<file path="src/rtl/core/outlier_gated_running_average_defines.svh">
// assertion helpers for the running average block
`ifndef OUTLIER_GATED_RUNNING_AVERAGE_DEFINES_SVH
`define OUTLIER_GATED_RUNNING_AVERAGE_DEFINES_SVH

// implication checked on every edge outside reset
`define OGRA_ASSERT_IMPL(label, ante, cons, msg) \
  label: assert property (@(posedge clk) disable iff (!rst_n) (ante) |-> (cons)) \
    else $error(msg);

// next-cycle implication checked outside reset
`define OGRA_ASSERT_NEXT(label, ante, cons, msg) \
  label: assert property (@(posedge clk) disable iff (!rst_n) (ante) |=> (cons)) \
    else $error(msg);

`endif

</file>
<file path="src/rtl/core/ogra_pkg.sv">
`timescale 1ns / 1ps
package ogra_pkg;
  localparam int unsigned SampleW = 16;
  localparam int unsigned CntW = 4;
  localparam logic [CntW-1:0] CntMax = 4'd15;
  localparam logic [SampleW-1:0] SqrtTopBit = 16'h8000;
  localparam int unsigned SqrtSteps = 16;

  typedef enum logic [1:0] {
    CLS_ACCEPTED = 2'd0,
    CLS_OUTLIER  = 2'd1,
    CLS_INVALID  = 2'd2,
    CLS_RESTART  = 2'd3
  } sample_class_t;

  typedef enum logic [1:0] {
    CFG_MULT     = 2'd0,
    CFG_MIN_DEV  = 2'd1,
    CFG_FAIL_LIM = 2'd2,
    CFG_OUT_LIM  = 2'd3
  } cfg_index_t;

  // handshake between the sequencer and the shared divider
  typedef struct packed {
    logic start;
    logic [63:0] dividend;
    logic [5:0] divisor;
  } div_req_t;

  typedef struct packed {
    logic done;
    logic [63:0] quotient;
  } div_rsp_t;
endpackage

</file>
<file path="src/rtl/core/outlier_gated_running_average.sv">
`timescale 1ns / 1ps
// Outlier-gated running average. One sample beat in, one result beat out.
// The sample rings for history and accepted values live in two single-port
// synchronous memories; a nonzero sample outside a restart walks the history
// ring one entry per cycle to sum mean and squared deviation, then runs
// 64-step divisions on a shared bit-serial divider and a 16-step square root.
// An accepted sample takes three divisions and also walks the accepted ring;
// an outlier takes two; both take fewer while the history ring is empty.
// Invalid and restart items are resolved in the decode state and go straight
// to the output register. One item is in flight at a time: the next sample is
// taken the cycle after the previous result beat leaves the output register,
// so a stalled receiver stalls the input.
module outlier_gated_running_average
  import ogra_pkg::*;
#(
  parameter int unsigned ACCEPT_DEPTH  = 8,
  parameter int unsigned HISTORY_DEPTH = 8
) (
  input  logic                clk,
  input  logic                rst_n,
  input  logic                in_valid,
  output logic                in_ready,
  input  logic [SampleW-1:0]  in_sample,
  output logic                out_valid,
  input  logic                out_ready,
  output logic [SampleW-1:0]  out_filtered_avg,
  output logic [1:0]          out_sample_class,
  output logic                out_restart_armed,
  input  logic                cfg_we,
  input  logic [1:0]          cfg_index,
  input  logic [15:0]         cfg_wdata
);
  `include "outlier_gated_running_average_defines.svh"

  localparam int unsigned AW = (ACCEPT_DEPTH > 1) ? $clog2(ACCEPT_DEPTH) : 1;
  localparam int unsigned HW = (HISTORY_DEPTH > 1) ? $clog2(HISTORY_DEPTH) : 1;
  localparam int unsigned ACW = $clog2(ACCEPT_DEPTH + 1);
  localparam int unsigned HCW = $clog2(HISTORY_DEPTH + 1);
  localparam logic [AW-1:0] ALast = AW'(ACCEPT_DEPTH - 1);
  localparam logic [HW-1:0] HLast = HW'(HISTORY_DEPTH - 1);

  typedef enum logic [10:0] {
    ST_IDLE  = 11'b00000000001,
    ST_DEC   = 11'b00000000010,
    ST_HSUM  = 11'b00000000100,
    ST_HMEAN = 11'b00000001000,
    ST_HVAR  = 11'b00000010000,
    ST_HVDIV = 11'b00000100000,
    ST_SQRT  = 11'b00001000000,
    ST_CMP   = 11'b00010000000,
    ST_ASUM  = 11'b00100000000,
    ST_ADIV  = 11'b01000000000,
    ST_OUT   = 11'b10000000000
  } state_t;

  state_t state_r, state_nxt;

  // configuration
  logic [3:0]  mult_r, fail_lim_r, out_lim_r;
  logic [15:0] min_dev_r;
  always_ff @(posedge clk) begin
    if (!rst_n) begin
      mult_r <= 4'd2;
      min_dev_r <= 16'd16;
      fail_lim_r <= 4'd3;
      out_lim_r <= 4'd3;
    end else if (cfg_we) begin
      case (cfg_index)
        CFG_MULT:     mult_r <= cfg_wdata[3:0];
        CFG_MIN_DEV:  min_dev_r <= cfg_wdata;
        CFG_FAIL_LIM: fail_lim_r <= cfg_wdata[3:0];
        CFG_OUT_LIM:  out_lim_r <= cfg_wdata[3:0];
        default: ;
      endcase
    end
  end

  // ring memories
  logic [SampleW-1:0] hmem [HISTORY_DEPTH];
  logic [SampleW-1:0] amem [ACCEPT_DEPTH];
  logic [SampleW-1:0] hrd_r, ard_r;
  logic          hwe, awe;
  logic [HW-1:0] haddr;
  logic [AW-1:0] aaddr;
  logic [SampleW-1:0] wdata;

  always_ff @(posedge clk) begin
    if (hwe) hmem[haddr] <= wdata;
    hrd_r <= hmem[haddr];
  end
  always_ff @(posedge clk) begin
    if (awe) amem[aaddr] <= wdata;
    ard_r <= amem[aaddr];
  end

  // control and item state
  logic [AW-1:0]  aptr_r, aptr_nxt;
  logic [ACW-1:0] acnt_r, acnt_nxt;
  logic [HW-1:0]  hptr_r, hptr_nxt;
  logic [HCW-1:0] hcnt_r, hcnt_nxt;
  logic [15:0]    avg_r, avg_nxt;
  logic           rflag_r, rflag_nxt;
  logic [3:0]     fcnt_r, fcnt_nxt, ocnt_r, ocnt_nxt;
  logic [15:0]    smp_r, smp_nxt;
  logic [5:0]     idx_r, idx_nxt;
  logic [5:0]     rdv_r, rdv_nxt;
  logic [63:0]    acc_r, acc_nxt;
  logic [15:0]    mean_r, mean_nxt;
  logic [15:0]    root_r, root_nxt;
  logic [15:0]    bit_r, bit_nxt;
  logic [3:0]     sh_r, sh_nxt;
  logic           ov_r, ov_nxt;
  logic [15:0]    oavg_r, oavg_nxt;
  logic [1:0]     ocls_r, ocls_nxt;
  logic           oarm_r, oarm_nxt;

  div_req_t dreq;
  div_rsp_t drsp;
  ogra_div u_div (.clk(clk), .rst_n(rst_n), .req(dreq), .rsp(drsp));

  logic [16:0] dabs;
  logic [31:0] sq;
  logic [63:0] sqt;
  logic [15:0] dev, diff;
  logic [19:0] lim;

  always_comb begin
    state_nxt = state_r;
    aptr_nxt = aptr_r; acnt_nxt = acnt_r; hptr_nxt = hptr_r; hcnt_nxt = hcnt_r;
    avg_nxt = avg_r; rflag_nxt = rflag_r; fcnt_nxt = fcnt_r; ocnt_nxt = ocnt_r;
    smp_nxt = smp_r; idx_nxt = idx_r; rdv_nxt = rdv_r; acc_nxt = acc_r;
    mean_nxt = mean_r; root_nxt = root_r; bit_nxt = bit_r; sh_nxt = sh_r;
    ov_nxt = ov_r; oavg_nxt = oavg_r; ocls_nxt = ocls_r; oarm_nxt = oarm_r;
    hwe = 1'b0; awe = 1'b0; haddr = idx_r[HW-1:0]; aaddr = idx_r[AW-1:0];
    wdata = smp_r;
    dreq.start = 1'b0; dreq.dividend = acc_r; dreq.divisor = rdv_r;
    dabs = (hrd_r >= mean_r) ? {1'b0, hrd_r - mean_r} : {1'b0, mean_r - hrd_r};
    sq = dabs[15:0] * dabs[15:0];
    sqt = ({47'd0, root_r, 1'b0} + {48'd0, bit_r}) << sh_r;
    dev = (root_r < min_dev_r) ? min_dev_r : root_r;
    diff = (smp_r >= avg_r) ? smp_r - avg_r : avg_r - smp_r;
    lim = {16'd0, mult_r} * {4'd0, dev};
    if (out_valid && out_ready) ov_nxt = 1'b0;
    case (state_r)
      ST_IDLE: begin
        if (in_valid && in_ready) begin
          smp_nxt = in_sample;
          state_nxt = ST_DEC;
        end
      end
      ST_DEC: begin
        if (avg_r == 16'd0 || rflag_r) begin
          // restart step
          rflag_nxt = 1'b0; fcnt_nxt = '0; ocnt_nxt = '0;
          if (smp_r != 16'd0) begin
            awe = 1'b1; aaddr = '0;
            aptr_nxt = (ALast == '0) ? '0 : AW'(1);
            acnt_nxt = ACW'(1);
            avg_nxt = smp_r;
            hwe = 1'b1; haddr = hptr_r;
            hptr_nxt = (hptr_r == HLast) ? '0 : hptr_r + HW'(1);
            if (hcnt_r != HCW'(HISTORY_DEPTH)) hcnt_nxt = hcnt_r + HCW'(1);
            oavg_nxt = smp_r; oarm_nxt = 1'b0;
          end else begin
            aptr_nxt = '0; acnt_nxt = '0; avg_nxt = '0;
            oavg_nxt = '0; oarm_nxt = 1'b1;
          end
          ocls_nxt = CLS_RESTART; ov_nxt = 1'b1; state_nxt = ST_OUT;
        end else if (smp_r == 16'd0) begin
          fcnt_nxt = (fcnt_r == CntMax) ? fcnt_r : fcnt_r + 4'd1;
          if (fcnt_nxt == fail_lim_r || ocnt_r >= out_lim_r) rflag_nxt = 1'b1;
          oavg_nxt = avg_r; ocls_nxt = CLS_INVALID;
          oarm_nxt = (fcnt_nxt == fail_lim_r || ocnt_r >= out_lim_r);
          ov_nxt = 1'b1; state_nxt = ST_OUT;
        end else begin
          acc_nxt = '0; idx_nxt = '0; haddr = '0;
          mean_nxt = '0; root_nxt = '0;
          state_nxt = (hcnt_r == '0) ? ST_CMP : ST_HSUM;
        end
      end
      // walk history: read issued at idx, data arrives the next cycle
      ST_HSUM: begin
        if (idx_r != '0) acc_nxt = acc_r + {48'd0, hrd_r};
        if (idx_r == 6'(hcnt_r)) begin
          rdv_nxt = 6'(hcnt_r);
          dreq.start = 1'b1; dreq.dividend = acc_nxt; dreq.divisor = 6'(hcnt_r);
          state_nxt = ST_HMEAN;
        end else begin
          haddr = idx_r[HW-1:0]; idx_nxt = idx_r + 6'd1;
        end
      end
      ST_HMEAN: begin
        haddr = '0;
        if (drsp.done) begin
          mean_nxt = drsp.quotient[15:0];
          acc_nxt = '0; idx_nxt = 6'd1;
          state_nxt = ST_HVAR;
        end
      end
      ST_HVAR: begin
        acc_nxt = acc_r + {32'd0, sq};
        if (idx_r == 6'(hcnt_r)) begin
          dreq.start = 1'b1; dreq.dividend = acc_nxt;
          state_nxt = ST_HVDIV;
        end else begin
          haddr = idx_r[HW-1:0]; idx_nxt = idx_r + 6'd1;
        end
      end
      ST_HVDIV: begin
        if (drsp.done) begin
          acc_nxt = drsp.quotient;
          root_nxt = '0; bit_nxt = SqrtTopBit; sh_nxt = 4'd15; idx_nxt = '0;
          state_nxt = ST_SQRT;
        end
      end
      // one root bit per cycle
      ST_SQRT: begin
        if (acc_r >= sqt) begin
          root_nxt = root_r + bit_r; acc_nxt = acc_r - sqt;
        end
        bit_nxt = bit_r >> 1;
        if (sh_r != 4'd0) sh_nxt = sh_r - 4'd1;
        if (bit_r == 16'd1) state_nxt = ST_CMP;
      end
      ST_CMP: begin
        hwe = 1'b1; haddr = hptr_r;
        hptr_nxt = (hptr_r == HLast) ? '0 : hptr_r + HW'(1);
        if (hcnt_r != HCW'(HISTORY_DEPTH)) hcnt_nxt = hcnt_r + HCW'(1);
        if ({4'd0, diff} > lim) begin
          ocnt_nxt = (ocnt_r == CntMax) ? ocnt_r : ocnt_r + 4'd1;
          oavg_nxt = avg_r; ocls_nxt = CLS_OUTLIER; oarm_nxt = rflag_r;
          ov_nxt = 1'b1; state_nxt = ST_OUT;
        end else begin
          awe = 1'b1; aaddr = aptr_r;
          if (acnt_r != ACW'(ACCEPT_DEPTH)) acnt_nxt = acnt_r + ACW'(1);
          aptr_nxt = (aptr_r == ALast) ? '0 : aptr_r + AW'(1);
          fcnt_nxt = '0; ocnt_nxt = '0;
          acc_nxt = '0; idx_nxt = '0;
          state_nxt = ST_ASUM;
        end
      end
      ST_ASUM: begin
        if (idx_r != '0) acc_nxt = acc_r + {48'd0, ard_r};
        if (idx_r == 6'(acnt_r)) begin
          rdv_nxt = 6'(acnt_r);
          dreq.start = 1'b1; dreq.dividend = acc_nxt; dreq.divisor = 6'(acnt_r);
          state_nxt = ST_ADIV;
        end else begin
          aaddr = idx_r[AW-1:0]; idx_nxt = idx_r + 6'd1;
        end
      end
      ST_ADIV: begin
        if (drsp.done) begin
          avg_nxt = drsp.quotient[15:0];
          oavg_nxt = drsp.quotient[15:0]; ocls_nxt = CLS_ACCEPTED;
          oarm_nxt = rflag_r || (drsp.quotient[15:0] == 16'd0);
          ov_nxt = 1'b1; state_nxt = ST_OUT;
        end
      end
      ST_OUT: begin
        state_nxt = ST_IDLE;
      end
      default: state_nxt = ST_IDLE;
    endcase
  end

  always_ff @(posedge clk) begin
    smp_r <= smp_nxt; idx_r <= idx_nxt; rdv_r <= rdv_nxt; acc_r <= acc_nxt;
    mean_r <= mean_nxt; root_r <= root_nxt; bit_r <= bit_nxt; sh_r <= sh_nxt;
    oavg_r <= oavg_nxt; ocls_r <= ocls_nxt; oarm_r <= oarm_nxt;
    if (!rst_n) begin
      state_r <= ST_IDLE;
      aptr_r <= '0; acnt_r <= '0; hptr_r <= '0; hcnt_r <= '0;
      avg_r <= '0; rflag_r <= 1'b1; fcnt_r <= '0; ocnt_r <= '0;
      ov_r <= 1'b0;
    end else begin
      state_r <= state_nxt;
      aptr_r <= aptr_nxt; acnt_r <= acnt_nxt; hptr_r <= hptr_nxt; hcnt_r <= hcnt_nxt;
      avg_r <= avg_nxt; rflag_r <= rflag_nxt; fcnt_r <= fcnt_nxt; ocnt_r <= ocnt_nxt;
      ov_r <= ov_nxt;
    end
  end

  // take a new beat only once the output register is free
  assign in_ready = (state_r == ST_IDLE) && !ov_r;
  assign out_valid = ov_r;
  assign out_filtered_avg = oavg_r;
  assign out_sample_class = ocls_r;
  assign out_restart_armed = oarm_r;

  `OGRA_ASSERT_IMPL(a_hcnt_range, 1'b1, hcnt_r <= HCW'(HISTORY_DEPTH), "history count overflow")
  `OGRA_ASSERT_IMPL(a_acnt_range, 1'b1, acnt_r <= ACW'(ACCEPT_DEPTH), "accepted count overflow")
  `OGRA_ASSERT_IMPL(a_arm_zero, out_valid && out_filtered_avg == 16'd0, out_restart_armed,
                    "zero average not flagged")
  `OGRA_ASSERT_NEXT(a_accept_busy, in_valid && in_ready, !in_ready, "second beat accepted")
endmodule

</file>
<file path="src/rtl/core/ogra_div.sv">
`timescale 1ns / 1ps
// restoring divider, one quotient bit per cycle
module ogra_div
  import ogra_pkg::*;
(
  input  logic     clk,
  input  logic     rst_n,
  input  div_req_t req,
  output div_rsp_t rsp
);
  `include "outlier_gated_running_average_defines.svh"

  logic [63:0] quo_r, quo_nxt;
  logic [6:0]  rem_r, rem_nxt;
  logic [5:0]  dvs_r;
  logic [6:0]  cnt_r, cnt_nxt;
  logic        busy_r, busy_nxt;
  logic        done_r, done_nxt;
  logic [6:0]  trial;

  // shift one dividend bit into the partial remainder
  always_comb begin
    quo_nxt = quo_r;
    rem_nxt = rem_r;
    cnt_nxt = cnt_r;
    busy_nxt = busy_r;
    done_nxt = 1'b0;
    trial = {rem_r[5:0], quo_r[63]};
    if (req.start) begin
      quo_nxt = req.dividend;
      rem_nxt = '0;
      cnt_nxt = 7'd64;
      busy_nxt = 1'b1;
    end else if (busy_r) begin
      if (trial >= {1'b0, dvs_r}) begin
        rem_nxt = trial - {1'b0, dvs_r};
        quo_nxt = {quo_r[62:0], 1'b1};
      end else begin
        rem_nxt = trial;
        quo_nxt = {quo_r[62:0], 1'b0};
      end
      cnt_nxt = cnt_r - 7'd1;
      if (cnt_r == 7'd1) begin
        busy_nxt = 1'b0;
        done_nxt = 1'b1;
      end
    end
  end

  always_ff @(posedge clk) begin
    quo_r <= quo_nxt;
    rem_r <= rem_nxt;
    if (req.start) dvs_r <= req.divisor;
    if (!rst_n) begin
      cnt_r <= '0;
      busy_r <= 1'b0;
      done_r <= 1'b0;
    end else begin
      cnt_r <= cnt_nxt;
      busy_r <= busy_nxt;
      done_r <= done_nxt;
    end
  end

  assign rsp.done = done_r;
  assign rsp.quotient = quo_r;

  `OGRA_ASSERT_IMPL(a_div_done_idle, done_r, !busy_r, "divider done while busy")
  `OGRA_ASSERT_NEXT(a_div_start_busy, req.start, busy_r, "divider failed to start")
  `OGRA_ASSERT_IMPL(a_div_cnt_busy, busy_r, cnt_r != 7'd0, "divider count empty while busy")
endmodule
</file>
<file path="config.mk">
export PLATFORM = sky130hd
export DESIGN_NAME = outlier_gated_running_average
export DESIGN_NICKNAME = d
export VERILOG_FILES = /design/src/rtl/core/ogra_pkg.sv /design/src/rtl/core/outlier_gated_running_average.sv /design/src/rtl/core/ogra_div.sv
export VERILOG_INCLUDE_DIRS = /design/src /design/src/rtl/core
export SDC_FILE = /design/constraint.sdc
export NUM_CORES = 2
export LEC_CHECK = 0
export BUFFER_PORTS_ARGS = -buffer_cell sky130_fd_sc_hd__buf_2
export CORE_MARGIN = 8
export CORE_UTILIZATION = 47
export DETAILED_ROUTE_END_ITERATION = 10
export SETUP_SLACK_MARGIN = 0.1
export SYNTH_ARGS = -nofsm -noshare
export SYNTH_HDL_FRONTEND = slang
export SYNTH_SLANG_ARGS = --single-unit
</file>
<file path="constraint.sdc">
create_clock -name clk -period 13.6 [get_ports clk]
set_clock_uncertainty 0.2 [all_clocks]
set_input_delay 2.04 -clock clk [delete_from_list [all_inputs] [get_ports clk]]
set_output_delay 2.04 -clock clk [all_outputs]
set_load 0.005 [all_outputs]
</file>
### Yosys cells after proc, flatten, opt, wreduce, memory -nomap -nowiden

Memory sizes are Yosys's and may differ from the RTL's. A register that Yosys moved wholly into a read port is not among the register bits.
Cells that the tools add are included.

* add/sub/neg operators: 20
* multiply operators: 2
* mux-type cells: 134
* equal/unequal tests: 45
* $lt $le $gt $ge: 7
* bitwise operators: 2
* reduce and logical (&&, ||, !) cells: 51
* shift-type cells: 1

Operators with widths (number)
* two-way mux 64 bit: 10
* one-hot mux 64 bit (8 select lines): 1
* two-way mux 16 bit: 14
* one-hot mux 65 bit (3 select lines): 1
* two-way mux 71 bit: 2
* adder 64 x 16 -> 64 bit: 2
* two-way mux 11 bit: 11
* one-hot mux 11 bit (10 select lines): 1
* one-hot mux 16 bit (2 select lines): 3
* one-hot mux 16 bit (3 select lines): 2
* two-way mux 65 bit: 1
* adder 64 x 32 -> 64 bit: 1
* greater-or-equal comparator 64 bit: 1
* << shifter 18 x 4 -> 64 bit: 1
* subtractor 16 bit: 4
* subtractor 64 bit: 1
* two-way mux 4 bit: 15
* two-way mux 6 bit: 10
* logical NOT 16 bit: 3
* one-hot mux 4 bit (2 select lines): 5
* two-way mux 3 bit: 12
* one-hot mux 6 bit (6 select lines): 1
* greater-or-equal comparator 16 bit: 2
* multiplier 16 x 16 -> 32 bit: 1
* 65 further kinds: 157

* memories: 2
* bits of input ports: 39
* output and inout bits: 21
* memory bits (writable): 256
* word-level logic and storage cells: 296
* bits in registers: 327

Memory list
* amem: words 8, width 16, rd ports 1, clocked after Yosys merged registers in 1, write ports 1, line outlier_gated_running_average.sv:80 `logic [SampleW-1:0] amem [ACCEPT_DEPTH];`
* hmem: words 8, width 16, rd ports 1, clocked after Yosys merged registers in 1, write ports 1, line outlier_gated_running_average.sv:79 `logic [SampleW-1:0] hmem [HISTORY_DEPTH];`

### Logic depth before layout (Yosys ltp)

* depth in word-level cells: 8
* depth in mapped cells: 41
* depth with buffers taken out: 39

### Modules after synthesis

Synthesis repeated with hierarchy kept, for this count alone.

* cell total of the unflattened synthesis: 5563
* area total of the unflattened synthesis: 50728.7 sq um

By module, submodules not included
* outlier_gated_running_average: area each 46898.7 sq um, times used 1, sequential area each 14744.1 sq um, cells each 5304
* ogra_div: area each 3829.9 sq um, times used 1, sequential area each 2402.3 sq um, cells each 259

### Worst setup path before layout

OpenSTA, ideal clock, no wires.

* path kind: flip-flop to flip-flop
* start point: register root_r[1]
* end point: register acc_r[0], enable pin
* setup slack: 1.376 ns
* data required time: 12.822 ns
* data arrival time: 11.446 ns
* buffers on the path: 1
* library setup time: 0.578 ns
* clock period less this slack: 12.224 ns
* cell stages (with the launch flop): 36
* path through: edfxtp_1 > ha_1 > a21o_1 > a21o_1 > a21o_1 > a21o_1 > a21o_1 > a211oi_1 > o21ai_1 > a211oi_2 > buf_4 > mux2_2 > nand2_1 > fa_1 > fa_1 > inv_1 > ha_1 > a211oi_2 > o211ai_1 > a31oi_1 > nor2_1 > o21ai_0 > nand2b_1 > a21oi_1 > xor2_1 > ha_1 > nand4_1 > nor4_1 > a22oi_1 > o311ai_1 > a31oi_1 > nand3_1 > nor3_2 > nand2_1 > o221ai_1 > nor3b_1

* word-level cells in the longest chain between the ends: 6
* elaborated cells between the ends (all ways): 10
* classes of those cells: add/sub: 1; mul: 1; order compare: 3; eq/ne: 2; shift: 1; mux: 1; reduce/logical: 1

RTL lines
* start, declared: line outlier_gated_running_average.sv:109 `logic [15:0] root_r, root_nxt;`
* start signal, assigned: line outlier_gated_running_average.sv:269 `mean_r <= mean_nxt; root_r <= root_nxt; bit_r <= bit_nxt; sh_r <= sh_nxt;`
* < comparator 16 bit: line outlier_gated_running_average.sv:140 `dev = (root_r < min_dev_r) ? min_dev_r : root_r;`
* two-way mux 16 bit: line outlier_gated_running_average.sv:140
* multiplier 4 x 16 -> 20 bit: line outlier_gated_running_average.sv:142 `lim = {16'd0, mult_r} * {4'd0, dev};`
* greater-than comparator 16 x 20 -> 1 bit: line outlier_gated_running_average.sv:229 `if ({4'd0, diff} > lim) begin`
* inequality test 2 bit (no line)
* AND reduction 7 bit (no line) (*)
* end signal, assigned: line outlier_gated_running_average.sv:268 `smp_r <= smp_nxt; idx_r <= idx_nxt; rdv_r <= rdv_nxt; acc_r <= acc_nxt;`
* end, declared: line outlier_gated_running_average.sv:107 `logic [63:0] acc_r, acc_nxt;`

Mark *: on every way between the ends. The rest lies on a longest branch, timed or not.
A chain may end at the register's enable or synchronous reset.

### Final worst setup path

* start point: register hrd_r[0] (read register of hmem)
* end point: register u_div.quo_r[51], data pin

* word-level cells in the longest chain between the ends: 7
* elaborated cells between the ends (all ways): 12
* classes of those cells: add/sub: 4; mul: 1; order compare: 1; mux: 6

RTL lines
* start, declared: line outlier_gated_running_average.sv:81 `logic [SampleW-1:0] hrd_r, ard_r;`
* subtractor 16 bit or greater-or-equal comparator 16 bit (tied branches): line outlier_gated_running_average.sv:137 `dabs = (hrd_r >= mean_r) ? {1'b0, hrd_r - mean_r} : {1'b0, mean_r - hrd_r};`
* two-way mux 16 bit: line outlier_gated_running_average.sv:137
* multiplier 16 x 16 -> 32 bit: line outlier_gated_running_average.sv:138 `sq = dabs[15:0] * dabs[15:0];`
* adder 64 x 32 -> 64 bit: line outlier_gated_running_average.sv:201 `acc_nxt = acc_r + {32'd0, sq};`
* two-way mux 65 bit: line outlier_gated_running_average.sv:202 `if (idx_r == 6'(hcnt_r)) begin`
* one-hot mux 65 bit (3 select lines) (*): line outlier_gated_running_average.sv:144 `case (state_r)`
* two-way mux 64 bit (*): line ogra_div.sv:29 `if (req.start) begin`
* net u_div.quo_nxt[51]: line ogra_div.sv:13 `logic [63:0] quo_r, quo_nxt;`
* end signal, assigned: line ogra_div.sv:51 `quo_r <= quo_nxt;`
* end, declared: line ogra_div.sv:13

The timed path passes the listed nets; every way through them passes the cells marked *.

==> reports/metrics.cfg <==
[status]
status = finished clean

[setup_path]
critical_path.max_stage_delay_ps = 770
startpoint_type = register
timing.rr.start = hrd_r[0]
reg2reg_to = u_div.quo_r[51]
crit_type = reg -> reg
rrSetupSlack_ps = 2420
crit_path_max_fanout = 14
required_ps = 13780
crit_arrival_ps = 11370
cp-end-kind = register
crit_top_cell = fa_1
reg2reg_depth = 35
cpMaxStageDelayCell = xor2_1

[timing]
hold_viol_final = 0
tns_ps = 0
fin_crit_sh_pct = 82.21
setup_viol = 0
max_slew.worst_pin.slew_ps = 1261
max_freq_mhz = 89.44
max_slew_margin_pct = 15.50
rsz0062_at_grt = false
maxSlewViolCount = 0
period_minus_slack_ps = 11180

[clock_tree]
h-tree-depth = 3
post_cts_buffers = 0
cts_hold_buf = 0
cts.path.max_buffers = 3
clk_root_buffer_cell = clkbuf_16
clock_latency_ps = 680
cts.repair.resized = 0
cts_made_buffers = 72
cts_sinks = 611
cts_tree = yes
clkTransAtPathRegs_ps = 70

[yosys]
synth.avg_cell_area_um2 = 9.388
netlist_area_um2 = 50300
dominantRegCellSynth = edfxtp_1
syn_inst = 5358
yosysUniqueCellTypes = 120
synth-seq-cells = 611
ys_warn_count = 0
yosysSeqAreaShare_pct = 33.97
syn-num-nets = 5970
synthArstFlopShare_pct = 0
synth_edf_count = 485

[hold_path]
hold_path_class = reg -> reg
hold_path_end = min_dev_r[1]
whs_path_depth = 2
hold_start = min_dev_r[1]

[routing]
vias = 41150
wl_met3_mm = 13.40
wl_per_cell_um = 23.78
firstDrtPassIters = 6
first_iter_violations = 4352
drt-total-wl_mm = 161.4
remaining_drc_errors = 0
top_layer = met5
routed-wl-met2_mm = 72.54
viasPerCell = 6.063
ant_nets = 0
m1WireLength_mm = 68.28

[grt]
grtUsageTotal_pct = 26.89
gr-total-overflow = 0
grt_pass1_vias = 40605
grt_max_degree = 66
grt_pass1_wl_mm = 246.7
antenna_found_initial = 7

[floorplan]
core_um2 = 106600
fp.dieW_um = 343.1
row_count = 120
ios = 60
die_h_um = 343.1
start_util_pct = 47.19
die-area_um2 = 117700

[finish]
final_nets = 5934
drive_gt1_share_pct = 7.785
layout_common_cells = 524 x inv_1, 501 x nand2_1, 485 x edfxtp_1, 398 x nor2_1, 343 x ha_1
layout_commonest_cell = inv_1
synthToLayoutAreaGrowth_pct = 8.271
nFillCells = 9956

[place]
post-dp-hpwl_mm = 116.7
gp_congestion = 0.9705
io_buffer_count = 59

[flow_run]
cap_violations = 0

[synthesized netlist by cell type, types with 113 or more instances]
library cell | n | share of area (%)
edfxtp_1 | 485 | 29
a21o_1 | 113 | 1.7
nor2_1 | 406 | 3.0
fa_1 | 230 | 9.2
ha_1 | 343 | 8.5
mux2i_1 | 180 | 3.6
clkbuf_1 | 169 | 1.3
o21ai_0 | 190 | 1.9
dfxtp_1 | 126 | 5.0
inv_1 | 526 | 3.9
nand3_1 | 113 | 1.1
xnor2_1 | 178 | 3.1
nand2_1 | 502 | 3.7
a21oi_1 | 332 | 3.3
[worst max path at each step]
stage,start,slack (ps),depth (start not counted),end
after floorplan,root_r[1],1380,35,acc_r[0]
after global placement,hrd_r[0],2730,37,acc_r[36]
after detailed placement,hrd_r[0],2600,37,acc_r[36]
after CTS,hrd_r[2],2540,36,acc_r[36]
after global routing,hrd_r[2],1830,35,u_div.quo_r[51]
final,hrd_r[0],2420,35,u_div.quo_r[51]
[worst max-delay path: cells and delay by family, from the launching register on]
family                     cells  cell delay [ps]
xor gates and xnor gates       1              770
DFF                            1              360
AOI/OAI and AO/OA             14             3570
and+or+nand+nor                6             1150
adders and majority gates      9             3990
buffers and inverters          5              820
[registers in the layout (all words and copies together), names as in the netlist, 6 cells and up]
register / cells
out_filtered_avg: 16
min_dev_r: 16
avg_r: 16
state_r: 11
amem: 128
root_r: 16
mean_r: 16
u_div.rem_r: 6
idx_r: 6
acc_r: 64
smp_r: 16
hrd_r: 16
bit_r: 16
hmem: 128
u_div.cnt_r: 7
u_div.quo_r: 64
ard_r: 16
[metal layers]
layer,track usage (%),up-vias
met5,0,-
met4,10.80,2
met3,4.389,401
met2,43.06,1820
met1,36.28,19904
li1,-,19023
[stage by stage]
step                      utilization [%]  cell area [µm²]  hold slack (ps)  worst slack [ps]  std cells
final                               51.09            54460            259.8              2419       6787
after global routing                51.08            54460            298.0              1834       6785
after CTS                           51.08            54460            267.4              2545       6785
after detailed placement            48.79            52010            259.6              2597       6651
after global placement              48.79            52010            247.8              2728       6651
after floorplan                         -            50300            236.3              1376       5358
[layout make-up]
class	instances	area [µm²]	area share, %
antenna	2	5.005	0.009190
clock buffer	93	1942	3.566
clock inverter	41	508.0	0.9328
inverter	534	2004	3.680
multi-input combinational	3961	30240	55.53
sequential	611	17090	31.37
tap	1403	1755	3.223
timing repair buffer	142	918.4	1.686
[cell families (layout without fill, tap and decap cells)]
| logic type | count (synthesis) | in the layout | synth area share [%] |
|---|---|---|---|
| other | 0 | 2 | 0 |
| AOI/OAI and AO/OA | 1299 | 1299 | 17.50 |
| DFF | 611 | 611 | 33.97 |
| buffers and inverters | 786 | 810 | 6.134 |
| adders and majority gates | 573 | 573 | 17.69 |
| and+or+nand+nor | 1583 | 1583 | 15.14 |
| xor gates and xnor gates | 286 | 286 | 5.040 |
| muxes | 220 | 220 | 4.532 |
Power is left out: the tool's default activity adds up to more than one toggle a clock period on the data nets, which glitch-free logic cannot reach.
